`config.mk`:
```
export PLATFORM = sky130hd
export DESIGN_NAME = motion_command_queue
export DESIGN_NICKNAME = d
export VERILOG_FILES = /design/src/rtl/mcq_pkg.sv /design/src/rtl/mcq_ram.sv /design/src/rtl/motion_command_queue.sv
export SDC_FILE = /design/constraint.sdc
export NUM_CORES = 2
export LEC_CHECK = 0
export BUFFER_PORTS_ARGS = -buffer_cell sky130_fd_sc_hd__buf_2
export CORE_UTILIZATION = 64
export DETAILED_ROUTE_END_ITERATION = 10
export PLACE_DENSITY = 0.85
export SYNTH_ARGS = -nofsm -noshare
export SYNTH_HDL_FRONTEND = slang
export SYNTH_SLANG_ARGS = --single-unit
```
`constraint.sdc`:
```
create_clock -name clk -period 12.9 [get_ports clk]
set_input_delay 2.58 -clock clk [delete_from_list [all_inputs] [get_ports clk]]
set_output_delay 2.58 -clock clk [all_outputs]
set_load 0.05 [all_outputs]
```
`src/rtl/mcq_pkg.sv`:
```
// Package for the motion command queue.
// Holds the item structs, command and status codes, register indexes and sizes.
// No dependencies.
package mcq_pkg;

	// Default number of queue slots. The queue holds one less command than this.
	localparam int QUEUE_DEPTH = 16;

	// Field and register widths.
	localparam int AMOUNT_W  = 24;
	localparam int FACTOR_W  = 24;
	localparam int SEG_W     = 23;
	localparam int STEPS_W   = 32;
	localparam int ENTRY_W   = AMOUNT_W + 1;
	localparam int PRODUCT_W = AMOUNT_W + FACTOR_W;
	localparam int CFG_W     = 24;
	localparam int CFG_IDX_W = 2;

	// Reset values of the configuration registers.
	localparam logic [FACTOR_W-1:0] STEPS_PER_CM_RST     = 24'd65536;
	localparam logic [FACTOR_W-1:0] STEPS_PER_DEGREE_RST = 24'd65536;
	localparam logic [SEG_W-1:0]    MAX_SEGMENT_RST      = 23'd25600;

	// Command codes.
	localparam logic [1:0] CMD_FORWARD = 2'd0;
	localparam logic [1:0] CMD_TURN    = 2'd1;
	localparam logic [1:0] CMD_POLL    = 2'd2;

	// Status codes.
	localparam logic [1:0] STATUS_OK        = 2'd0;
	localparam logic [1:0] STATUS_FULL      = 2'd1;
	localparam logic [1:0] STATUS_TRUNCATED = 2'd2;

	// Configuration register indexes.
	localparam logic [CFG_IDX_W-1:0] CFG_STEPS_PER_CM     = 2'd0;
	localparam logic [CFG_IDX_W-1:0] CFG_STEPS_PER_DEGREE = 2'd1;
	localparam logic [CFG_IDX_W-1:0] CFG_MAX_SEGMENT      = 2'd2;

	// Kind bit of a queue entry.
	localparam logic KIND_FORWARD = 1'b0;
	localparam logic KIND_TURN    = 1'b1;

	// Input item.
	typedef struct packed {
		logic [1:0]                 command;
		logic signed [AMOUNT_W-1:0] amount;
		logic                       motors_idle;
	} cmd_item_t;

	// Result item.
	typedef struct packed {
		logic [1:0]                status;
		logic                      load_right;
		logic signed [STEPS_W-1:0] right_steps;
		logic                      load_left;
		logic signed [STEPS_W-1:0] left_steps;
		logic                      queue_empty;
		logic                      all_done;
	} res_item_t;

endpackage

```
`src/rtl/mcq_ram.sv`:
```
// Generic single-write, single-read RAM with registered read data.
// Used for the command slots of the motion command queue. No dependencies.
module mcq_ram #(
	parameter int WIDTH = 8,
	parameter int DEPTH = 16,
	localparam int AW = (DEPTH > 1) ? $clog2(DEPTH) : 1
) (
	input  logic             clk,
	input  logic             we,
	input  logic [AW-1:0]    waddr,
	input  logic [WIDTH-1:0] wdata,
	input  logic             re,
	input  logic [AW-1:0]    raddr,
	output logic [WIDTH-1:0] rdata
);

	logic [WIDTH-1:0] mem_q [DEPTH];

	// Write port and registered read port.
	always_ff @(posedge clk) begin
		if (we) begin
			mem_q[waddr] <= wdata;
		end
		if (re) begin
			rdata <= mem_q[raddr];
		end
	end

endmodule

```
`src/rtl/motion_command_queue.sv`:
```
// Motion command queue: ring of drive commands for a two-wheel stepper drive.
// A turn, an ignored item or a poll with nothing to hand out goes from idle straight to the final state;
// a dispatching poll passes the multiply state first, a forward move the split loop (one segment per pass).
// One item at a time: the next is taken the cycle after the result loads, a stalled result
// holds the block, the split writes one slot a cycle and a dispatch runs one 24x24 multiply.
// Reset (arst_n low) empties the queue and loads the default step factors and segment.
module motion_command_queue #(
	parameter int QUEUE_DEPTH = mcq_pkg::QUEUE_DEPTH,
	localparam int AW = (QUEUE_DEPTH > 1) ? $clog2(QUEUE_DEPTH) : 1
) (
	input  logic                          clk,
	input  logic                          arst_n,
	input  logic                          cmd_valid,
	output logic                          cmd_stall,
	input  mcq_pkg::cmd_item_t            cmd,
	output logic                          res_valid,
	input  logic                          res_stall,
	output mcq_pkg::res_item_t            res,
	input  logic                          cfg_we,
	input  logic [mcq_pkg::CFG_IDX_W-1:0] cfg_index,
	input  logic [mcq_pkg::CFG_W-1:0]     cfg_data
);

	typedef enum logic [3:0] {
		ST_IDLE  = 4'b0001,
		ST_SPLIT = 4'b0010,
		ST_MUL   = 4'b0100,
		ST_FIN   = 4'b1000
	} state_t;

	localparam logic [AW-1:0] LAST_SLOT = AW'(QUEUE_DEPTH - 1);

	state_t state_q;

	logic [mcq_pkg::FACTOR_W-1:0] steps_per_cm_q;
	logic [mcq_pkg::FACTOR_W-1:0] steps_per_degree_q;
	logic [mcq_pkg::SEG_W-1:0]    max_segment_q;

	logic [AW-1:0] wr_q, rd_q, wr_next, rd_next;
	logic          full, empty;

	logic [1:0]                    status_q;
	logic                          idle_q;
	logic                          first_q;
	logic [mcq_pkg::SEG_W-1:0]     remaining_q;
	logic                          dispatch_q;
	logic                          kind_q;
	logic                          neg_q;
	logic                          pos_q;
	logic [mcq_pkg::PRODUCT_W-1:0] product_q;

	logic                          ram_we, ram_re;
	logic [AW-1:0]                 ram_waddr;
	logic [mcq_pkg::ENTRY_W-1:0]   ram_wdata, ram_rdata;

	logic                          accept;
	logic                          fwd_positive;
	logic                          can_dispatch;
	logic [mcq_pkg::SEG_W-1:0]     seg;
	logic [mcq_pkg::SEG_W:0]       diff;
	logic                          last_piece;
	logic [mcq_pkg::SEG_W-1:0]     piece;
	logic signed [mcq_pkg::AMOUNT_W-1:0] entry_amount;
	logic [mcq_pkg::AMOUNT_W-1:0]  entry_mag;
	logic [mcq_pkg::FACTOR_W-1:0]  factor;
	logic [mcq_pkg::STEPS_W-1:0]   steps, neg_steps;
	logic                          res_free;
	mcq_pkg::res_item_t            res_d;

	assign cmd_stall = (state_q != ST_IDLE);
	assign accept    = cmd_valid && !cmd_stall;
	assign res_free  = !(res_valid && res_stall);

	// Ring indexes advance before use, wrapping at the last slot.
	assign wr_next = (wr_q == LAST_SLOT) ? '0 : wr_q + AW'(1);
	assign rd_next = (rd_q == LAST_SLOT) ? '0 : rd_q + AW'(1);
	assign full    = (wr_next == rd_q);
	assign empty   = (wr_q == rd_q);

	assign fwd_positive = !cmd.amount[mcq_pkg::AMOUNT_W-1] && (cmd.amount != '0);
	assign can_dispatch = cmd.motors_idle && !empty;

	// Shared subtractor of the split loop: compares the rest with the segment limit.
	assign seg        = (max_segment_q == '0) ? mcq_pkg::SEG_W'(1) : max_segment_q;
	assign diff       = {1'b0, remaining_q} - {1'b0, seg};
	assign last_piece = diff[mcq_pkg::SEG_W] || (diff[mcq_pkg::SEG_W-1:0] == '0);
	assign piece      = last_piece ? remaining_q : seg;

	// Queue write port: a turn on accept, forward pieces in the split loop.
	always_comb begin
		ram_we    = 1'b0;
		ram_waddr = wr_next;
		ram_wdata = {mcq_pkg::KIND_FORWARD, 1'b0, piece};
		if (state_q == ST_IDLE && accept && cmd.command == mcq_pkg::CMD_TURN && !full) begin
			ram_we    = 1'b1;
			ram_wdata = {mcq_pkg::KIND_TURN, cmd.amount};
		end else if (state_q == ST_SPLIT && !full) begin
			ram_we = 1'b1;
		end
	end

	assign ram_re = accept && cmd.command == mcq_pkg::CMD_POLL && can_dispatch;

	mcq_ram #(
		.WIDTH(mcq_pkg::ENTRY_W),
		.DEPTH(QUEUE_DEPTH)
	) u_ram (
		.clk   (clk),
		.we    (ram_we),
		.waddr (ram_waddr),
		.wdata (ram_wdata),
		.re    (ram_re),
		.raddr (rd_next),
		.rdata (ram_rdata)
	);

	// Magnitude of the dispatched entry and the factor for its kind.
	assign entry_amount = ram_rdata[mcq_pkg::AMOUNT_W-1:0];
	assign entry_mag    = entry_amount[mcq_pkg::AMOUNT_W-1] ? (~entry_amount + 1'b1)
	                                                         : entry_amount;
	assign factor       = ram_rdata[mcq_pkg::AMOUNT_W] ? steps_per_degree_q : steps_per_cm_q;

	// Whole steps from the Q.8 by Q8.16 product, and their negation.
	assign steps     = mcq_pkg::STEPS_W'(product_q[mcq_pkg::PRODUCT_W-1:mcq_pkg::AMOUNT_W]);
	assign neg_steps = '0 - steps;

	// Result assembled from the registers of the finished item.
	always_comb begin
		res_d             = '0;
		res_d.status      = status_q;
		res_d.queue_empty = empty;
		res_d.all_done    = empty && idle_q;
		if (dispatch_q) begin
			if (kind_q == mcq_pkg::KIND_FORWARD) begin
				res_d.load_right  = 1'b1;
				res_d.load_left   = 1'b1;
				res_d.right_steps = neg_q ? neg_steps : steps;
				res_d.left_steps  = neg_q ? steps : neg_steps;
			end else if (pos_q) begin
				res_d.load_left  = 1'b1;
				res_d.left_steps = neg_steps;
			end else begin
				res_d.load_right  = 1'b1;
				res_d.right_steps = steps;
			end
		end
	end

	// Configuration registers.
	always_ff @(posedge clk or negedge arst_n) begin
		if (!arst_n) begin
			steps_per_cm_q     <= mcq_pkg::STEPS_PER_CM_RST;
			steps_per_degree_q <= mcq_pkg::STEPS_PER_DEGREE_RST;
			max_segment_q      <= mcq_pkg::MAX_SEGMENT_RST;
		end else if (cfg_we) begin
			case (cfg_index)
				mcq_pkg::CFG_STEPS_PER_CM:     steps_per_cm_q     <= cfg_data;
				mcq_pkg::CFG_STEPS_PER_DEGREE: steps_per_degree_q <= cfg_data;
				mcq_pkg::CFG_MAX_SEGMENT:      max_segment_q <= cfg_data[mcq_pkg::SEG_W-1:0];
				default: ;
			endcase
		end
	end

	// Sequencer and queue indexes.
	always_ff @(posedge clk or negedge arst_n) begin
		if (!arst_n) begin
			state_q <= ST_IDLE;
			wr_q    <= '0;
			rd_q    <= '0;
		end else begin
			case (state_q)
				ST_IDLE: begin
					if (accept) begin
						case (cmd.command)
							mcq_pkg::CMD_FORWARD: begin
								state_q <= fwd_positive ? ST_SPLIT : ST_FIN;
							end
							mcq_pkg::CMD_TURN: begin
								if (!full) begin
									wr_q <= wr_next;
								end
								state_q <= ST_FIN;
							end
							mcq_pkg::CMD_POLL: begin
								if (can_dispatch) begin
									rd_q    <= rd_next;
									state_q <= ST_MUL;
								end else begin
									state_q <= ST_FIN;
								end
							end
							default: state_q <= ST_FIN;
						endcase
					end
				end
				ST_SPLIT: begin
					if (full) begin
						state_q <= ST_FIN;
					end else begin
						wr_q <= wr_next;
						if (last_piece) begin
							state_q <= ST_FIN;
						end
					end
				end
				ST_MUL: state_q <= ST_FIN;
				ST_FIN: begin
					if (res_free) begin
						state_q <= ST_IDLE;
					end
				end
				default: state_q <= ST_IDLE;
			endcase
		end
	end

	// Working registers of the current item.
	always_ff @(posedge clk) begin
		case (state_q)
			ST_IDLE: begin
				if (accept) begin
					idle_q      <= cmd.motors_idle;
					first_q     <= 1'b1;
					remaining_q <= cmd.amount[mcq_pkg::SEG_W-1:0];
					dispatch_q  <= (cmd.command == mcq_pkg::CMD_POLL) && can_dispatch;
					status_q    <= (cmd.command == mcq_pkg::CMD_TURN && full)
					               ? mcq_pkg::STATUS_FULL : mcq_pkg::STATUS_OK;
				end
			end
			ST_SPLIT: begin
				if (full) begin
					status_q <= first_q ? mcq_pkg::STATUS_FULL : mcq_pkg::STATUS_TRUNCATED;
				end else begin
					first_q     <= 1'b0;
					remaining_q <= last_piece ? '0 : diff[mcq_pkg::SEG_W-1:0];
				end
			end
			ST_MUL: begin
				kind_q    <= ram_rdata[mcq_pkg::AMOUNT_W];
				neg_q     <= entry_amount[mcq_pkg::AMOUNT_W-1];
				pos_q     <= !entry_amount[mcq_pkg::AMOUNT_W-1] && (entry_amount != '0);
				product_q <= entry_mag * factor;
			end
			default: ;
		endcase
	end

	// Output register: holds the result until it is taken.
	always_ff @(posedge clk or negedge arst_n) begin
		if (!arst_n) begin
			res_valid <= 1'b0;
		end else if (state_q == ST_FIN && res_free) begin
			res_valid <= 1'b1;
		end else if (!res_stall) begin
			res_valid <= 1'b0;
		end
	end

	always_ff @(posedge clk) begin
		if (state_q == ST_FIN && res_free) begin
			res <= res_d;
		end
	end

	// A new result is only loaded from the final state of the sequencer.
	assert property (@(posedge clk) disable iff (!arst_n)
		$rose(res_valid) |-> $past(state_q == ST_FIN))
		else $error("result raised outside the final state");

	// A queue write never leaves the ring looking empty.
	assert property (@(posedge clk) disable iff (!arst_n)
		ram_we |=> (wr_q != rd_q))
		else $error("queue write made the ring appear empty");

	// The split loop never runs with nothing left to queue.
	assert property (@(posedge clk) disable iff (!arst_n)
		(state_q == ST_SPLIT) |-> (remaining_q != '0))
		else $error("split loop running with no distance left");

endmodule
```
## Word-level counts from Yosys, hierarchy flattened

Memories as Yosys holds them, arrays and structs flattened. A register that Yosys moved wholly into a read port is not among the register bits.
Index checks and enable logic that the tools add are counted.

| storage, ports and cells | value |
|---|---|
| bits in registers | 233 |
| bits in writable memories | 400 |
| input bits | 58 |
| output and inout bits | 72 |
| word-level logic and storage cells | 131 |
| memories kept | 1 |

Memory list:

| name | depth | width | read ports | clocked after Yosys merged registers in | write ports | line | RTL |
|---|---|---|---|---|---|---|---|
| u_ram.mem_q | 16 | 25 | 1 | 1 | 1 | mcq_ram.sv:17 | `logic [WIDTH-1:0] mem_q [DEPTH];` |

| operators by class | value |
|---|---|
| add/sub/neg operators | 5 |
| multipliers | 1 |
| eq/ne operators | 20 |
| mux-type cells | 42 |
| bitwise logic cells | 1 |
| reductions and logical operators | 38 |

Operators with widths:

| cell | number |
|---|---|
| $mux W23 | 5 |
| $mux W33 | 2 |
| $mux W66 | 1 |
| $mux W32 | 2 |
| $mul A24 B24 Y48 | 1 |
| $mux W24 | 2 |
| $reduce_bool A24 Y1 | 2 |
| $logic_not A23 Y1 | 2 |
| $pmux W23 S2 | 1 |
| $mux W4 | 11 |
| $mux W25 | 1 |
| $sub A1 B24 Y25 const A | 1 |
| $add A24 B1 Y24 const B | 1 |
| $not A24 Y24 | 1 |
| $sub A23 B23 Y24 | 1 |
| $pmux W4 S2 | 2 |
| $pmux W4 S4 | 1 |
| $logic_and A1 B1 Y1 | 15 |
| $eq A4 B4 Y1 const B | 3 |
| $reduce_and A3 Y1 | 4 |
| $mux W1 | 9 |
| $add A4 B1 Y4 const B | 2 |
| $eq A4 B4 Y1 | 2 |
| $ne A2 B2 Y1 const B | 4 |
| other kinds (17) | 31 |

## Depth between registers and ports, before layout

| logic depth | value |
|---|---|
| word-level depth | 9 |
| depth in mapped cells | 37 |
| depth with buffers taken out | 33 |

## By module

A second synthesis with hierarchy kept.

| second synthesis, totals | value |
|---|---|
| cell total of the unflattened synthesis | 3996 |
| area total of the unflattened synthesis | 45987.9 µm² |

Modules (own cells, without submodules):

| module | times used | cells an instance | area an instance (µm²) | sequential area each (µm²) |
|---|---|---|---|---|
| motion_command_queue | 1 | 3336 | 30186.5 | 5442.7 |
| mcq_ram | 1 | 660 | 15801.4 | 12762.2 |

## Worst setup path after synthesis

Ideal clock, no wire load.

| path | value |
|---|---|
| kind | register to register |
| start | register u_ram.rdata[0], read port of u_ram.mem_q |
| end | register product_q[39] in the netlist's numbering (data pin) |
| setup time | 259 ps |
| arrival | 8867 ps |
| required time | 12641 ps |
| slack | 3774 ps |
| stages on the path, launching flop included | 34 |
| path buffers | 4 |
| period minus slack after synthesis | 9126 ps |
| cell sequence | edfxtp_1 > buf_2 > inv_2 > clkbuf_1 > ha_1 > nand2_1 > or2_2 > or3_1 > or3_1 > clkbuf_1 > o41a_1 > xor2_1 > clkbuf_1 > nand2_1 > fa_1 > fa_1 > fa_1 > fa_1 > inv_1 > fa_1 > fa_1 > inv_1 > fa_1 > inv_1 > ha_1 > a21o_1 > o41ai_1 > nor2_1 > a21bo_2 > a31oi_1 > a21oi_1 > o21ai_0 > a21oi_1 > xnor2_1 |

| on the way | value |
|---|---|
| longest elaborated chain between the ends | 4 |

Ends and longest elaborated chain:

| element | line | RTL |
|---|---|---|
| start: declaration | mcq_ram.sv:14 | `output logic [WIDTH-1:0] rdata` |
| $not A24 Y24 | motion_command_queue.sv:119 | `assign entry_mag = entry_amount[mcq_pkg::AMOUNT_W-1] ? (~entry_amount + 1'b1)` |
| $add A24 B1 Y24 | motion_command_queue.sv:119 |  |
| $mux W24 (*) | motion_command_queue.sv:119 |  |
| $mul A24 B24 Y48 (*) | motion_command_queue.sv:243 | `product_q <= entry_mag * factor;` |
| end signal: assignment | motion_command_queue.sv:243 |  |
| end: declaration | motion_command_queue.sv:50 | `logic [mcq_pkg::PRODUCT_W-1:0] product_q;` |

Every way passes the cells marked *; elsewhere a longest branch is shown, timed or not.
A chain may end at the register's enable or synchronous reset.

## Worst setup path after layout

| path | value |
|---|---|
| start | register u_ram.rdata[0], read port of u_ram.mem_q |
| end | register product_q[42] in the netlist's numbering (data pin) |

The elaborated chain is that of the path after synthesis.

==> results.md <==
* Core Rows at between 90 and 100
* Reg2reg end: product_q[42]$_DFFE_PP_
* # IOs at 130
* Antenna violations before repair at 8
* Total GRT Usage at 35.7%
* Placer Congestion at between 1 and 1.5
* Synthesis-stage register bit count at 620
* Worst-path clk slew at approximately 0.10 ns
* DR iter-0 viols at between 3000 and 4000
* Met1 Track Usage GR at 43.4%
* Total core area at 0.0700 sq mm
* Largest net degree at the start of global routing at between 70 and 80
* Synth Area per Inst at between 10 and 15 sq um
* Crit Path Max Fanout at 17
* GR Util met3 at a little under an eighth
* # setup viols final at 0
* Final wirelength at 125000 um
* Least-Margin Pin Slew at 1.35 ns
* CP Launch Type: flip-flop
* Total gr overflow at 0
* Slew Limit Fails at 0
* TritonCTS buffer count at 57
* Drt wl/cell at between 20 and 30 um
* Input/output buffers at ~130
* Upper clock frequency limit at roughly 95 MHz
* Crit path top cell by count: fa_1
* HP Start: status_q[1]$_SDFFCE_PN0P_
* FFs w/ async S/R, synth at 13.5%
* DRC viols at 0
* Area leader, netlist: edfxtp_1
* Flop2flop setup slack at roughly 2.3 ns
* Final Skew at 0.0342 ns
* Vias per cell at between 6 and 7
* First-pass GRT wire length at roughly 190000 um
* DRT Pass-1 Iters at 6
* NumNets Final at 4638
* GRT met2 Usage at 57.0%
* Worst Hold Class: reg2reg
* Vias in the first global route at 32277
* Share of layout cells above drive strength 1 at 15.6%
* Setup TNS at 0 ns
* Max-cap viol count at 0
* Top-count cell post-synth: inv_1
* Clk_lat worst skew at 0.65 ns
* Main combinational cell family by area after synthesis: adder cells
* CTS Sinks at 620
* Initial Util at 64.7%
* Post-CTS Setup Bufs at 0
* Critical Path RT at 13.28 ns
* Hold Fails Final Rpt at 0
* Arrival @ worst endpoint at 10.96 ns
* Grt peak-use layer: met2
* Post-Syn Area at 0.0453 sq mm
* Antenna-violating nets left at 0
* Root Driver: clkbuf_16
* Worst Reg-to-Reg Cells at 29
* Slowest cell on crit path: xor2_1
* Die Y at 268 um
* Worst setup endpoint: product_q[42]$_DFFE_PP_
* Top post-synthesis cells by area: edfxtp_1 (36%), fa_1 (21%), mux4_2 (6.2%)
* Type of the worst setup path: reg2reg
* Status: completed
* Period utilization at about four fifths
* Post-Synth Adder-Cell Area at 26.9%
* Mapped Cells at 3775
* Syn_nets at 4516
* Synth Area in XOR/XNOR at 2.51%
* Synth cell types at between 80 and 90
* Hold_buf cts at 0
* Max-slew headroom at 9.48%
* Post-cts sizing count at 0
* DIE AREA at 0.0718 sq mm
* Synth Area in Compound Gates at 4.53%
* Mux contribution to synthesized area at about a tenth
* Simple-gate share of the synthesized area at 9.44%
* RSZ-0062 raised after global routing: no
* Worst r2r src: u_ram.rdata[0]$_DFFE_PP_
* CP Capture Type: flip-flop
* Number of synthesized flops with an enable pin at about 540
* Via Count at 31149
* CTS Buffer Depth at 3
* Hpwl dp at 87900 um
* CP max stage delay at ~1 ns
* Fin crit period at approximately 11 ns
* H-tree levels at 2
* Post-synth top cells: inv_1 (580), edfxtp_1 (536), fa_1 (482), nand2_1 (399), nor2_1 (388)
* Die W at roughly 270 um
* CTS tree: done
* Share of the yosys chip area belonging to registers at 40.2%
* Area delta synth->final at 8.59%
* Dominant synthesized flop cell: edfxtp_1
* Post-synth top area share at 35.5%
* CP startpoint: u_ram.rdata[0]$_DFFE_PP_
* Yosys warns at 0
## area by class of cell
cell class / count / area, sq um
Fill cell: 4616 / 20900
Sequential cell: 620 / 18200
Multi-Input combinational cell: 2398 / 24300
Inverter: 581 / 2180
Clock inverter: 39 / 348
Clock buffer: 69 / 1520
Antenna cell: 3 / 7.51
Timing Repair Buffer: 239 / 1470
Tap cell: 940 / 1180
## state kept, by name (all words and copies together) (netlist names), 23 cells and up
register            flops
steps_per_degree_q     24
u_ram.mem_q           400
res                    56
steps_per_cm_q         24
u_ram.rdata            25
remaining_q            23
max_segment_q          23
product_q              24
## per-layer routing
layer | up-vias | routed length (um)
met3 | 575 | 16300
li1 | 12826 | -
met1 | 15438 | 42300
met4 | 10 | 7990
met2 | 2300 | 58600
met5 | - | 161
## cells by family (layout without fill, tap and decap cells)
group / after synthesis / count (layout)
XOR/XNOR: 130 / 130
adder cells (fa/ha/maj): 683 / 683
buffers and inverters: 757 / 928
AND/OR/NAND/NOR: 995 / 995
AO/OA/AOI/OAI: 317 / 317
multiplexers: 273 / 273
other: 0 / 3
flip-flops: 620 / 620
## how the worst min path moves through the flow
stage	end	depth (start not counted)
after detailed placement	res[69]$_DFFE_PP_	0
after global placement	res[68]$_DFFE_PP_	0
after CTS	res[69]$_DFFE_PP_	0
after floorplan	res[68]$_DFFE_PP_	0
final	res[69]$_DFFE_PP_	0
after global routing	res[69]$_DFFE_PP_	0
## cell usage in the layout, fill, tap and decap left out, types with 9 or more instances in the layout
| cell | n |
|---|---|
| a21o_1 | 22 |
| a21oi_1 | 67 |
| and2_1 | 35 |
| buf_2 | 128 |
| buf_4 | 111 |
| clkbuf_16 | 58 |
| clkinv_1 | 11 |
| clkinv_2 | 13 |
| dfrtp_1 | 78 |
| edfxtp_1 | 536 |
| fa_1 | 482 |
| ha_1 | 200 |
| inv_1 | 580 |
| mux2_2 | 103 |
| mux2i_1 | 44 |
| mux4_2 | 125 |
| nand2_1 | 399 |
| nand2b_1 | 16 |
| nand3_1 | 18 |
| nand4_1 | 16 |
| nor2_1 | 379 |
| nor2b_1 | 14 |
| nor3_1 | 26 |
| nor4_1 | 13 |
| o211ai_1 | 9 |
| o21a_1 | 11 |
| o21ai_0 | 81 |
| o21bai_1 | 10 |
| o22ai_1 | 22 |
| o31ai_1 | 32 |
| or3_1 | 17 |
| xnor2_1 | 58 |
| xor2_1 | 65 |
## critical path: cells and delay by family (launching register included)
family | cells | cell delay, ns
adder cells (fa/ha/maj) | 8 | 3.91
AO/OA/AOI/OAI | 8 | 2.48
AND/OR/NAND/NOR | 6 | 1.68
XOR/XNOR | 2 | 1.11
buffers and inverters | 5 | 0.60
flip-flops | 1 | 0.52
## stage by stage
| stage | hold slack, ns | instances | worst slack (ns) | util [%] | instance area (sq um) |
|---|---|---|---|---|---|
| after floorplan | 0.400 | 3775 | 3.77 | - | 45300 |
| after detailed placement | 0.412 | 4778 | 2.59 | 67.5 | 47300 |
| after global placement | 0.403 | 4778 | 2.85 | 67.5 | 47300 |
| final | 0.428 | 4889 | 2.33 | 70.2 | 49200 |
| after CTS | 0.427 | 4886 | 2.56 | 70.2 | 49200 |
| after global routing | 0.440 | 4888 | 1.96 | 70.2 | 49200 |
Power is not shown: default switching activity piles up to over one toggle a cycle in this logic, so the estimate is an artifact.
